$ cat src/hw/rtl/pln_pkg.sv
// ----------------------------------------------------------------------------
// pln_pkg
// Shared sizes, register codes, beat types and the truncating multiply used
// by the periodic lattice neighbour block.
// ----------------------------------------------------------------------------
`default_nettype none

package pln_pkg;

	// lattice limits
	localparam int MAX_DIM    = 4;
	localparam int INDEX_BITS = 32;

	// field widths
	localparam int LEN_W     = 16;
	localparam int DIMS_W    = 3;
	localparam int NB_W      = 32;
	localparam int AXIS_W    = 2;
	localparam int SITE_W    = 32;
	localparam int CFG_IDX_W = 1;
	localparam int CFG_W     = 16;

	// derived sizes
	localparam int AX_BITS   = (MAX_DIM > 1) ? $clog2(MAX_DIM) : 1;
	localparam int EMIT_N    = 2 ** (AX_BITS + 1);
	localparam int DIV_STEPS = (INDEX_BITS + 1) / 2;
	localparam int QW        = 2 * DIV_STEPS;
	localparam int STEP_W    = $clog2(DIV_STEPS);

	// job queue between front and back
	localparam int Q_DEPTH = 2;
	localparam int Q_PTR_W = $clog2(Q_DEPTH);
	localparam int Q_CNT_W = $clog2(Q_DEPTH + 1);

	// configuration register indexes and reset values
	localparam logic [CFG_IDX_W-1:0] REG_SIDE_LENGTH = 1'd0;
	localparam logic [CFG_IDX_W-1:0] REG_DIMENSIONS  = 1'd1;
	localparam logic [LEN_W-1:0]     SIDE_RESET      = 16'd2;
	localparam logic [DIMS_W-1:0]    DIMS_RESET      = 3'd2;

	// one decoded site handed from front to back
	typedef struct packed {
		logic [INDEX_BITS-1:0]           base;
		logic [MAX_DIM-1:0][LEN_W-1:0]   digit;
		logic [LEN_W-1:0]                len;
		logic [AX_BITS-1:0]              last_ax;
	} pln_job_t;

	// one neighbour beat
	typedef struct packed {
		logic [INDEX_BITS-1:0] nb;
		logic [AX_BITS-1:0]    axis;
		logic                  direction;
		logic                  already_listed;
		logic                  last;
	} pln_result_t;

	// low INDEX_BITS of a 16 x INDEX_BITS product
	function automatic logic [INDEX_BITS-1:0] mul_lo(input logic [LEN_W-1:0] a,
			input logic [INDEX_BITS-1:0] b);
		logic [INDEX_BITS+LEN_W-1:0] p;
		p = (INDEX_BITS + LEN_W)'(a) * (INDEX_BITS + LEN_W)'(b);
		return p[INDEX_BITS-1:0];
	endfunction

endpackage

`default_nettype wire

$ cat src/hw/rtl/pln_front.sv
// ----------------------------------------------------------------------------
// pln_front
// Accepts a site index and splits it into base-length digits with a radix-4
// restoring divider, accumulating the wrapped index and the axis weights.
// ----------------------------------------------------------------------------
`default_nettype none

module pln_front import pln_pkg::*; (
	input  logic              clk,
	input  logic              arst_n,
	input  logic [LEN_W-1:0]  side_length,
	input  logic [DIMS_W-1:0] dimensions,
	input  logic              push,
	input  logic [SITE_W-1:0] site_index,
	output logic              full,
	output logic              job_valid,
	output pln_job_t          job,
	input  logic              job_ready
);

	localparam logic [2:0] F_IDLE = 3'd0;
	localparam logic [2:0] F_DIV  = 3'd1;
	localparam logic [2:0] F_MAC  = 3'd2;
	localparam logic [2:0] F_POW  = 3'd3;
	localparam logic [2:0] F_PUSH = 3'd4;

	logic [2:0]                    state_q;
	logic [STEP_W-1:0]             step_q;
	logic [AX_BITS-1:0]            ax_q;
	logic [QW-1:0]                 dq_q;
	logic [LEN_W-1:0]              rem_q;
	logic [LEN_W-1:0]              len_q;
	logic [AX_BITS-1:0]            last_ax_q;
	logic [INDEX_BITS-1:0]         base_q;
	logic [INDEX_BITS-1:0]         pow_q;
	logic [MAX_DIM-1:0][LEN_W-1:0] digit_q;

	logic                  accept;
	logic                  dims_zero;
	logic [LEN_W-1:0]      len_eff;
	int                    dims_sat;
	logic [LEN_W:0]        r1, r2;
	logic                  ge1, ge2;
	logic [LEN_W-1:0]      r1s, r2s;
	logic [QW-1:0]         dq_nx;
	logic [LEN_W-1:0]      mul_a;
	logic [INDEX_BITS-1:0] prod;

	// config sanitizing at accept
	always_comb begin
		len_eff   = (side_length == '0) ? LEN_W'(1) : side_length;
		dims_zero = (dimensions == '0);
		dims_sat  = (int'(dimensions) > MAX_DIM) ? MAX_DIM : int'(dimensions);
	end

	assign accept = push && (state_q == F_IDLE);
	assign full   = (state_q != F_IDLE);

	// two restoring division steps per cycle
	always_comb begin
		r1  = {rem_q, dq_q[QW-1]};
		ge1 = (r1 >= {1'b0, len_q});
		r1s = ge1 ? LEN_W'(r1 - {1'b0, len_q}) : r1[LEN_W-1:0];
		r2  = {r1s, dq_q[QW-2]};
		ge2 = (r2 >= {1'b0, len_q});
		r2s = ge2 ? LEN_W'(r2 - {1'b0, len_q}) : r2[LEN_W-1:0];
		dq_nx = {dq_q[QW-3:0], ge1, ge2};
	end

	// shared multiplier: digit weight or next axis weight
	assign mul_a = (state_q == F_MAC) ? rem_q : len_q;
	assign prod  = mul_lo(mul_a, pow_q);

	// sequencer
	always_ff @(posedge clk or negedge arst_n) begin
		if (!arst_n) begin
			state_q <= F_IDLE;
			step_q  <= '0;
			ax_q    <= '0;
		end else begin
			case (state_q)
				F_IDLE: begin
					if (accept && !dims_zero) begin
						state_q <= F_DIV;
						step_q  <= '0;
						ax_q    <= '0;
					end
				end
				F_DIV: begin
					step_q <= step_q + 1'b1;
					if (step_q == STEP_W'(DIV_STEPS - 1))
						state_q <= F_MAC;
				end
				F_MAC: begin
					state_q <= (ax_q == last_ax_q) ? F_PUSH : F_POW;
				end
				F_POW: begin
					ax_q    <= ax_q + 1'b1;
					step_q  <= '0;
					state_q <= F_DIV;
				end
				F_PUSH: begin
					if (job_ready)
						state_q <= F_IDLE;
				end
				default: state_q <= F_IDLE;
			endcase
		end
	end

	// datapath
	always_ff @(posedge clk) begin
		case (state_q)
			F_IDLE: begin
				if (accept) begin
					dq_q      <= QW'(site_index[INDEX_BITS-1:0]);
					rem_q     <= '0;
					len_q     <= len_eff;
					last_ax_q <= AX_BITS'(dims_sat - 1);
					base_q    <= '0;
					pow_q     <= INDEX_BITS'(1);
				end
			end
			F_DIV: begin
				dq_q  <= dq_nx;
				rem_q <= r2s;
			end
			F_MAC: begin
				base_q        <= base_q + prod;
				digit_q[ax_q] <= rem_q;
			end
			F_POW: begin
				pow_q <= prod;
				rem_q <= '0;
			end
			default: ;
		endcase
	end

	assign job_valid   = (state_q == F_PUSH);
	assign job.base    = base_q;
	assign job.digit   = digit_q;
	assign job.len     = len_q;
	assign job.last_ax = last_ax_q;

	// divider never runs with a zero divisor
	a_len_nonzero: assert property (@(posedge clk) disable iff (!arst_n)
		(state_q == F_DIV) |-> (len_q != '0))
		else $error("divider running with zero length");

endmodule

`default_nettype wire

$ cat src/hw/rtl/pln_queue.sv
// ----------------------------------------------------------------------------
// pln_queue
// Short flop queue of decoded sites between the front and the back.
// ----------------------------------------------------------------------------
`default_nettype none

module pln_queue import pln_pkg::*; (
	input  logic     clk,
	input  logic     arst_n,
	input  logic     wr_valid,
	input  pln_job_t wr_job,
	output logic     wr_ready,
	output logic     rd_valid,
	output pln_job_t rd_job,
	input  logic     rd_pop
);

	pln_job_t           slot_q [Q_DEPTH];
	logic [Q_PTR_W-1:0] wr_ptr_q, rd_ptr_q;
	logic [Q_CNT_W-1:0] cnt_q;
	logic               do_wr, do_rd;

	assign wr_ready = (cnt_q != Q_CNT_W'(Q_DEPTH));
	assign rd_valid = (cnt_q != '0);
	assign do_wr    = wr_valid && wr_ready;
	assign do_rd    = rd_pop && rd_valid;
	assign rd_job   = slot_q[rd_ptr_q];

	// pointers and fill count
	always_ff @(posedge clk or negedge arst_n) begin
		if (!arst_n) begin
			wr_ptr_q <= '0;
			rd_ptr_q <= '0;
			cnt_q    <= '0;
		end else begin
			if (do_wr)
				wr_ptr_q <= (wr_ptr_q == Q_PTR_W'(Q_DEPTH - 1)) ? '0 : wr_ptr_q + 1'b1;
			if (do_rd)
				rd_ptr_q <= (rd_ptr_q == Q_PTR_W'(Q_DEPTH - 1)) ? '0 : rd_ptr_q + 1'b1;
			if (do_wr && !do_rd)
				cnt_q <= cnt_q + 1'b1;
			else if (do_rd && !do_wr)
				cnt_q <= cnt_q - 1'b1;
		end
	end

	// storage
	always_ff @(posedge clk) begin
		if (do_wr)
			slot_q[wr_ptr_q] <= wr_job;
	end

	a_cnt_bound: assert property (@(posedge clk) disable iff (!arst_n)
		cnt_q <= Q_CNT_W'(Q_DEPTH))
		else $error("job queue overfilled");

endmodule

`default_nettype wire

$ cat src/hw/rtl/pln_back.sv
// ----------------------------------------------------------------------------
// pln_back
// Walks the axes of one decoded site, builds the plus and minus neighbours
// from the wrapped index and the axis weight, flags repeats and drives the
// output register.
// ----------------------------------------------------------------------------
`default_nettype none

module pln_back import pln_pkg::*; (
	input  logic        clk,
	input  logic        arst_n,
	input  logic        job_valid,
	input  pln_job_t    job,
	output logic        job_pop,
	output logic        empty,
	input  logic        pop,
	output pln_result_t result
);

	localparam logic [2:0] B_IDLE  = 3'd0;
	localparam logic [2:0] B_MULD  = 3'd1;
	localparam logic [2:0] B_MULW  = 3'd2;
	localparam logic [2:0] B_PLUS  = 3'd3;
	localparam logic [2:0] B_MINUS = 3'd4;

	logic [2:0]            state_q;
	logic [AX_BITS-1:0]    ax_q;
	logic [EMIT_N-1:0]     listed_q;
	logic                  out_valid_q;
	pln_job_t              job_q;
	logic [INDEX_BITS-1:0] pow_q;
	logic [INDEX_BITS-1:0] dp_q;
	logic [INDEX_BITS-1:0] wp_q;
	logic [INDEX_BITS-1:0] emitted_q [EMIT_N];
	pln_result_t           out_q;

	logic [LEN_W-1:0]      d;
	logic [LEN_W-1:0]      mul_a;
	logic [INDEX_BITS-1:0] prod;
	logic                  slot_free;
	logic                  emit;
	logic                  dir;
	logic                  wrap_up;
	logic [INDEX_BITS-1:0] nb;
	logic                  seen;
	logic                  is_last;
	logic [AX_BITS:0]      eidx;

	assign job_pop   = (state_q == B_IDLE) && job_valid;
	assign d         = job_q.digit[ax_q];
	assign mul_a     = (state_q == B_MULD) ? d : job_q.len - 1'b1;
	assign prod      = mul_lo(mul_a, pow_q);
	assign slot_free = !out_valid_q || pop;
	assign dir       = (state_q == B_MINUS);
	assign emit      = slot_free && ((state_q == B_PLUS) || (state_q == B_MINUS));
	assign eidx      = {ax_q, dir};
	assign is_last   = dir && (ax_q == job_q.last_ax);

	// neighbour index from the wrapped index and the axis weight
	always_comb begin
		wrap_up = !(((LEN_W + 1)'(d) + 1'b1) < (LEN_W + 1)'(job_q.len));
		if (!dir)
			nb = wrap_up ? job_q.base - dp_q : job_q.base + pow_q;
		else
			nb = (d != '0) ? job_q.base - pow_q : job_q.base - dp_q + wp_q;
	end

	// repeat check against this run's earlier beats
	always_comb begin
		seen = 1'b0;
		for (int k = 0; k < EMIT_N; k++)
			if (listed_q[k] && (emitted_q[k] == nb))
				seen = 1'b1;
	end

	// sequencer and output valid
	always_ff @(posedge clk or negedge arst_n) begin
		if (!arst_n) begin
			state_q     <= B_IDLE;
			ax_q        <= '0;
			listed_q    <= '0;
			out_valid_q <= 1'b0;
		end else begin
			if (emit) begin
				out_valid_q    <= 1'b1;
				listed_q[eidx] <= 1'b1;
			end else if (pop) begin
				out_valid_q <= 1'b0;
			end
			case (state_q)
				B_IDLE: begin
					if (job_valid) begin
						state_q  <= B_MULD;
						ax_q     <= '0;
						listed_q <= '0;
					end
				end
				B_MULD:  state_q <= B_MULW;
				B_MULW:  state_q <= B_PLUS;
				B_PLUS: begin
					if (slot_free)
						state_q <= B_MINUS;
				end
				B_MINUS: begin
					if (slot_free) begin
						if (ax_q == job_q.last_ax) begin
							state_q <= B_IDLE;
						end else begin
							ax_q    <= ax_q + 1'b1;
							state_q <= B_MULD;
						end
					end
				end
				default: state_q <= B_IDLE;
			endcase
		end
	end

	// datapath
	always_ff @(posedge clk) begin
		case (state_q)
			B_IDLE: begin
				if (job_valid) begin
					job_q <= job;
					pow_q <= INDEX_BITS'(1);
				end
			end
			B_MULD: dp_q <= prod;
			B_MULW: wp_q <= prod;
			B_MINUS: begin
				// next axis weight: pow * len = pow + (len - 1) * pow
				if (slot_free)
					pow_q <= pow_q + wp_q;
			end
			default: ;
		endcase
		if (emit) begin
			emitted_q[eidx]      <= nb;
			out_q.nb             <= nb;
			out_q.axis           <= ax_q;
			out_q.direction      <= dir;
			out_q.already_listed <= seen;
			out_q.last           <= is_last;
		end
	end

	assign empty  = !out_valid_q;
	assign result = out_q;

	// the first beat of a run is never a repeat
	a_first_fresh: assert property (@(posedge clk) disable iff (!arst_n)
		(emit && (state_q == B_PLUS) && (ax_q == '0)) |-> !seen)
		else $error("first neighbour flagged as repeat");

	// a run always closes on a minus beat
	a_last_minus: assert property (@(posedge clk) disable iff (!arst_n)
		(out_valid_q && out_q.last) |-> out_q.direction)
		else $error("run closed on a plus beat");

endmodule

`default_nettype wire

$ cat src/hw/rtl/periodic_lattice_neighbours.sv
// ----------------------------------------------------------------------------
// periodic_lattice_neighbours
// Nearest neighbours of a hypercubic lattice site under periodic boundaries.
//
//   channel   handshake            payload
//   input     push / full          site_index
//   result    pop / empty          neighbour_index, axis, direction, already_listed, last
//   config    cfg_valid/cfg_ready  cfg_index, cfg_data
//
// The front accepts a site, then per axis in use runs the radix-4 divider,
// one digit multiply-add and one weight multiply that the top axis skips,
// and then hands the job off. The back steps through a digit multiply, a
// weight multiply, a plus beat and a minus beat per axis and overlaps the
// next site's division through a two-entry job queue. A stalled result
// holds the back; the front runs on until the job queue is full and then
// holds full high.
// Reset clears all control state and loads side length 2 and two axes.
// ----------------------------------------------------------------------------
`default_nettype none

module periodic_lattice_neighbours import pln_pkg::*; (
	input  logic                 clk,
	input  logic                 arst_n,
	input  logic                 push,
	output logic                 full,
	input  logic [SITE_W-1:0]    site_index,
	output logic                 empty,
	input  logic                 pop,
	output logic [NB_W-1:0]      neighbour_index,
	output logic [AXIS_W-1:0]    axis,
	output logic                 direction,
	output logic                 already_listed,
	output logic                 last,
	input  logic                 cfg_valid,
	output logic                 cfg_ready,
	input  logic [CFG_IDX_W-1:0] cfg_index,
	input  logic [CFG_W-1:0]     cfg_data
);

	logic [LEN_W-1:0]  side_q;
	logic [DIMS_W-1:0] dims_q;
	logic              job_valid, job_ready, q_valid, q_pop;
	pln_job_t          front_job, q_job;
	pln_result_t       result;

	// configuration registers
	assign cfg_ready = 1'b1;

	always_ff @(posedge clk or negedge arst_n) begin
		if (!arst_n) begin
			side_q <= SIDE_RESET;
			dims_q <= DIMS_RESET;
		end else if (cfg_valid && cfg_ready) begin
			case (cfg_index)
				REG_SIDE_LENGTH: side_q <= cfg_data[LEN_W-1:0];
				REG_DIMENSIONS:  dims_q <= cfg_data[DIMS_W-1:0];
				default: ;
			endcase
		end
	end

	pln_front u_front (
		.clk         (clk),
		.arst_n      (arst_n),
		.side_length (side_q),
		.dimensions  (dims_q),
		.push        (push),
		.site_index  (site_index),
		.full        (full),
		.job_valid   (job_valid),
		.job         (front_job),
		.job_ready   (job_ready)
	);

	pln_queue u_queue (
		.clk      (clk),
		.arst_n   (arst_n),
		.wr_valid (job_valid),
		.wr_job   (front_job),
		.wr_ready (job_ready),
		.rd_valid (q_valid),
		.rd_job   (q_job),
		.rd_pop   (q_pop)
	);

	pln_back u_back (
		.clk       (clk),
		.arst_n    (arst_n),
		.job_valid (q_valid),
		.job       (q_job),
		.job_pop   (q_pop),
		.empty     (empty),
		.pop       (pop),
		.result    (result)
	);

	// result ports
	assign neighbour_index = NB_W'(result.nb);
	assign axis            = AXIS_W'(result.axis);
	assign direction       = result.direction;
	assign already_listed  = result.already_listed;
	assign last            = result.last;

endmodule

`default_nettype wire
$ cat config.mk
export PLATFORM = sky130hd
export DESIGN_NAME = periodic_lattice_neighbours
export DESIGN_NICKNAME = d
export VERILOG_FILES = /design/src/hw/rtl/pln_pkg.sv /design/src/hw/rtl/pln_front.sv /design/src/hw/rtl/pln_queue.sv /design/src/hw/rtl/pln_back.sv /design/src/hw/rtl/periodic_lattice_neighbours.sv
export SDC_FILE = /design/constraint.sdc
export NUM_CORES = 2
export LEC_CHECK = 0
export BUFFER_PORTS_ARGS = -buffer_cell sky130_fd_sc_hd__buf_2
export CAP_MARGIN = 20
export CORE_MARGIN = 2
export CORE_UTILIZATION = 36
export CTS_BUF_LIST = sky130_fd_sc_hd__clkbuf_16
export DETAILED_ROUTE_END_ITERATION = 7
export HOLD_SLACK_MARGIN = 0.08
export PLACE_DENSITY_LB_ADDON = 0.12
export SYNTH_ARGS = -nofsm -noshare
export SYNTH_HDL_FRONTEND = slang
export SYNTH_SLANG_ARGS = --single-unit
$ cat constraint.sdc
create_clock -name clk -period 19.8 [get_ports clk]
set_input_delay 5.94 -clock clk [delete_from_list [all_inputs] [get_ports clk]]
set_output_delay 5.94 -clock clk [all_outputs]
set_load 0.01 [all_outputs]
==> results.json <==
{
  "synth_nets": 8254,
  "post_drt_wl_per_cell_microns": 23.56,
  "port_buffers": 92,
  "grt_pass1_vias": 55420,
  "firstDrtPassIters": 5,
  "grt_antenna_before_repair": 4,
  "fillers": 20621,
  "startpoint_type": "flop",
  "die_w_microns": 463.3,
  "post-cts-setup-buffers": 0,
  "cp_slowest_stage_delay_ns": 0.78,
  "hpwl_microns": 180200,
  "drc": 0,
  "die_y_microns": 463.3,
  "fin_tns_setup_ns": 0,
  "synth_edf_count": 925,
  "crit_path_start": "u_front.state_q[1]",
  "cts_tree": "done",
  "cp-end-kind": "flop",
  "viasPerCell": 5.323,
  "synth_top_area_frac": 0.3658,
  "synth_area_leaders": "edfxtp_1 37%, fa_1 16%, ha_1 6.2%",
  "syn_inst": 7207,
  "multiInputGateArea_sq_mm": 0.04269,
  "cts_buffer_depth": 3,
  "finalCritPeriodShare": 0.5291,
  "ys.flop_type": "edfxtp_1",
  "worst_slew_pin_slew_ns": 1.181,
  "via_count": 54051,
  "max_freq_mhz": 95.46,
  "rr_endpoint": "u_front.base_q[31]",
  "finalNetCount": 8306,
  "ys_types": 103,
  "r2r-start": "u_front.state_q[1]",
  "drt_iter0_drc": 4290,
  "relSlewSlack": 0.2072,
  "insertion_delay_ns": 0.77,
  "endpoint": "u_front.base_q[31]",
  "numClockSinks": 971,
  "cp_data_arrival_time_ns": 10.97,
  "crit_fanout": 39,
  "start_util": 0.3624,
  "slowest_stage": "nor3_2",
  "synth-seq-area-share": 0.3810,
  "fin_skew_ns": 0.05938,
  "required_ns": 20.29,
  "slew_viol_final": 0,
  "rr_worst_depth": 38,
  "grt_overflow": 0,
  "hp-start": "u_front.job[64]",
  "synth_common_cells": "925 x edfxtp_1, 898 x inv_1, 885 x nand2_1",
  "seq_area_sq_mm": 0.02894,
  "dieArea_sq_mm": 0.2146,
  "synth_top_area_cell": "edfxtp_1",
  "gp_congestion": 0.9290,
  "crit_type": "flop to flop",
  "cts_resized": 0,
  "maxCapViolations": 0,
  "finalCriticalPeriod_ns": 10.48,
  "netlist_area_sq_mm": 0.07594,
  "rrSetupSlack_ns": 9.32,
  "final_core_util": 0.3993,
  "yosysMostFrequentCell": "edfxtp_1",
  "setup_violations": 0,
  "hp-class": "flop to flop",
  "async_reset_ff_frac": 0.04737,
  "pin_count": 94,
  "grt.total_usage": 0.2221,
  "ant_nets": 0,
  "grt_max_degree": 70,
  "path_clk_slew_ns": 0.07,
  "hold_viol": 0,
  "avgSynthCellArea_sq_um": 10.54,
  "routed_wl_microns": 239300,
  "cts_hold_buf": 0,
  "tritoncts.num_buffers": 107,
  "num_rows": 168,
  "yosys_register_bits": 971,
  "area_growth_pct": 10.20,
  "grt_pass1_wl_microns": 361400,
  "root_buffer": "clkbuf_16",
  "hold_depth": 0,
  "core_area_sq_mm": 0.2096,
  "rsz0062_at_grt": "false",
  "drive_above_1_share": 0.09460,
  "status": "finished, final reports clean",
  "htreeDepth": 3,
  "yosysWarnings": 0
}
-- critical path, delay by kind of cell (launching register included) --
kind,cells,cell delay [ns]
buffers and inverters,9,1.51
AO/OA/AOI/OAI,10,2.39
adder cells (fa/ha/maj),8,3.69
flip-flops,1,0.32
XOR/XNOR,2,0.33
AND/OR/NAND/NOR,9,1.95
-- through the flow --
stage	setup slack [ns]	std cells	hold WS (ns)	instance area, sq um
6_report	9.325	10155	0.4432	83690
5_1_grt	8.492	10152	0.4509	83680
4_1_cts	9.356	10149	0.4433	83630
3_5_place_dp	9.399	9952	0.4296	80040
3_3_place_gp	9.332	9952	0.4216	80040
2_1_floorplan	1.308	7207	0.4215	75940
-- how the worst min path moves through the flow --
stage	endpoint	slack [ns]
floorplan	u_queue.slot_q[0][18]	0.42
global placement	u_queue.slot_q[0][77]	0.42
detailed placement	u_queue.slot_q[1][72]	0.43
CTS	u_queue.slot_q[1][40]	0.44
global route	u_queue.slot_q[1][67]	0.45
finish	u_queue.slot_q[1][64]	0.44
-- layout by cell type (no fill, tap or decap), types with 92 or more instances in the layout --
cell / n
nor3_1: 149
clkbuf_16: 107
xnor2_1: 335
inv_1: 907
fa_1: 616
buf_2: 92
nor2_1: 328
edfxtp_1: 925
o21ai_0: 184
nand2_1: 883
ha_1: 377
and2_1: 306
buf_4: 144
a21oi_1: 248
xor2_1: 188
mux2_2: 153
-- sequential cells by signal (all words and copies together) (netlist names), 4 cells and up --
register,cells
side_q,16
u_back.dp_q,32
u_back.emitted_q,256
u_back.job_q,114
u_back.listed_q,8
u_back.pow_q,32
u_back.result,37
u_back.wp_q,32
u_front.base_q,32
u_front.dq_q,32
u_front.job,64
u_front.len_q,16
u_front.pow_q,32
u_front.rem_q,16
u_front.step_q,4
u_queue.slot_q,228
-- logic make-up (layout without fill, tap and decap cells) --
family / after synthesis / in the layout / share of synthesized area
compound gates: 1138 / 1138 / 0.1028
xor+xnor: 529 / 529 / 0.06155
fa+ha+maj: 993 / 993 / 0.2245
buf+inv: 1195 / 1335 / 0.06024
flops: 971 / 971 / 0.3810
mux: 208 / 208 / 0.03262
other cells: 1 / 4 / 0.00004938
simple gates: 2172 / 2172 / 0.1373
-- area by class of cell --
cell class | instances | share of cell area
multi-input combinational | 5041 | 0.5101
sequential | 971 | 0.3457
tap | 2805 | 0.04194
inverter | 900 | 0.04038
clock buffer | 107 | 0.03199
timing repair buffer | 238 | 0.01890
clock inverter | 90 | 0.01090
antenna | 3 | 0.00008970
-- per-layer routing --
layer | part of all wire | wire length, microns | GRT usage
met1 | 0.43 | 103900 | 0.2927
met2 | 0.48 | 115800 | 0.3785
met3 | 0.049 | 11780 | 0.02953
met4 | 0.032 | 7770 | 0.06803
met5 | 0 | 0 | 0
Power is left out: the tool's default activity adds up to more than one toggle a clock period on the data nets, which glitch-free logic cannot reach.
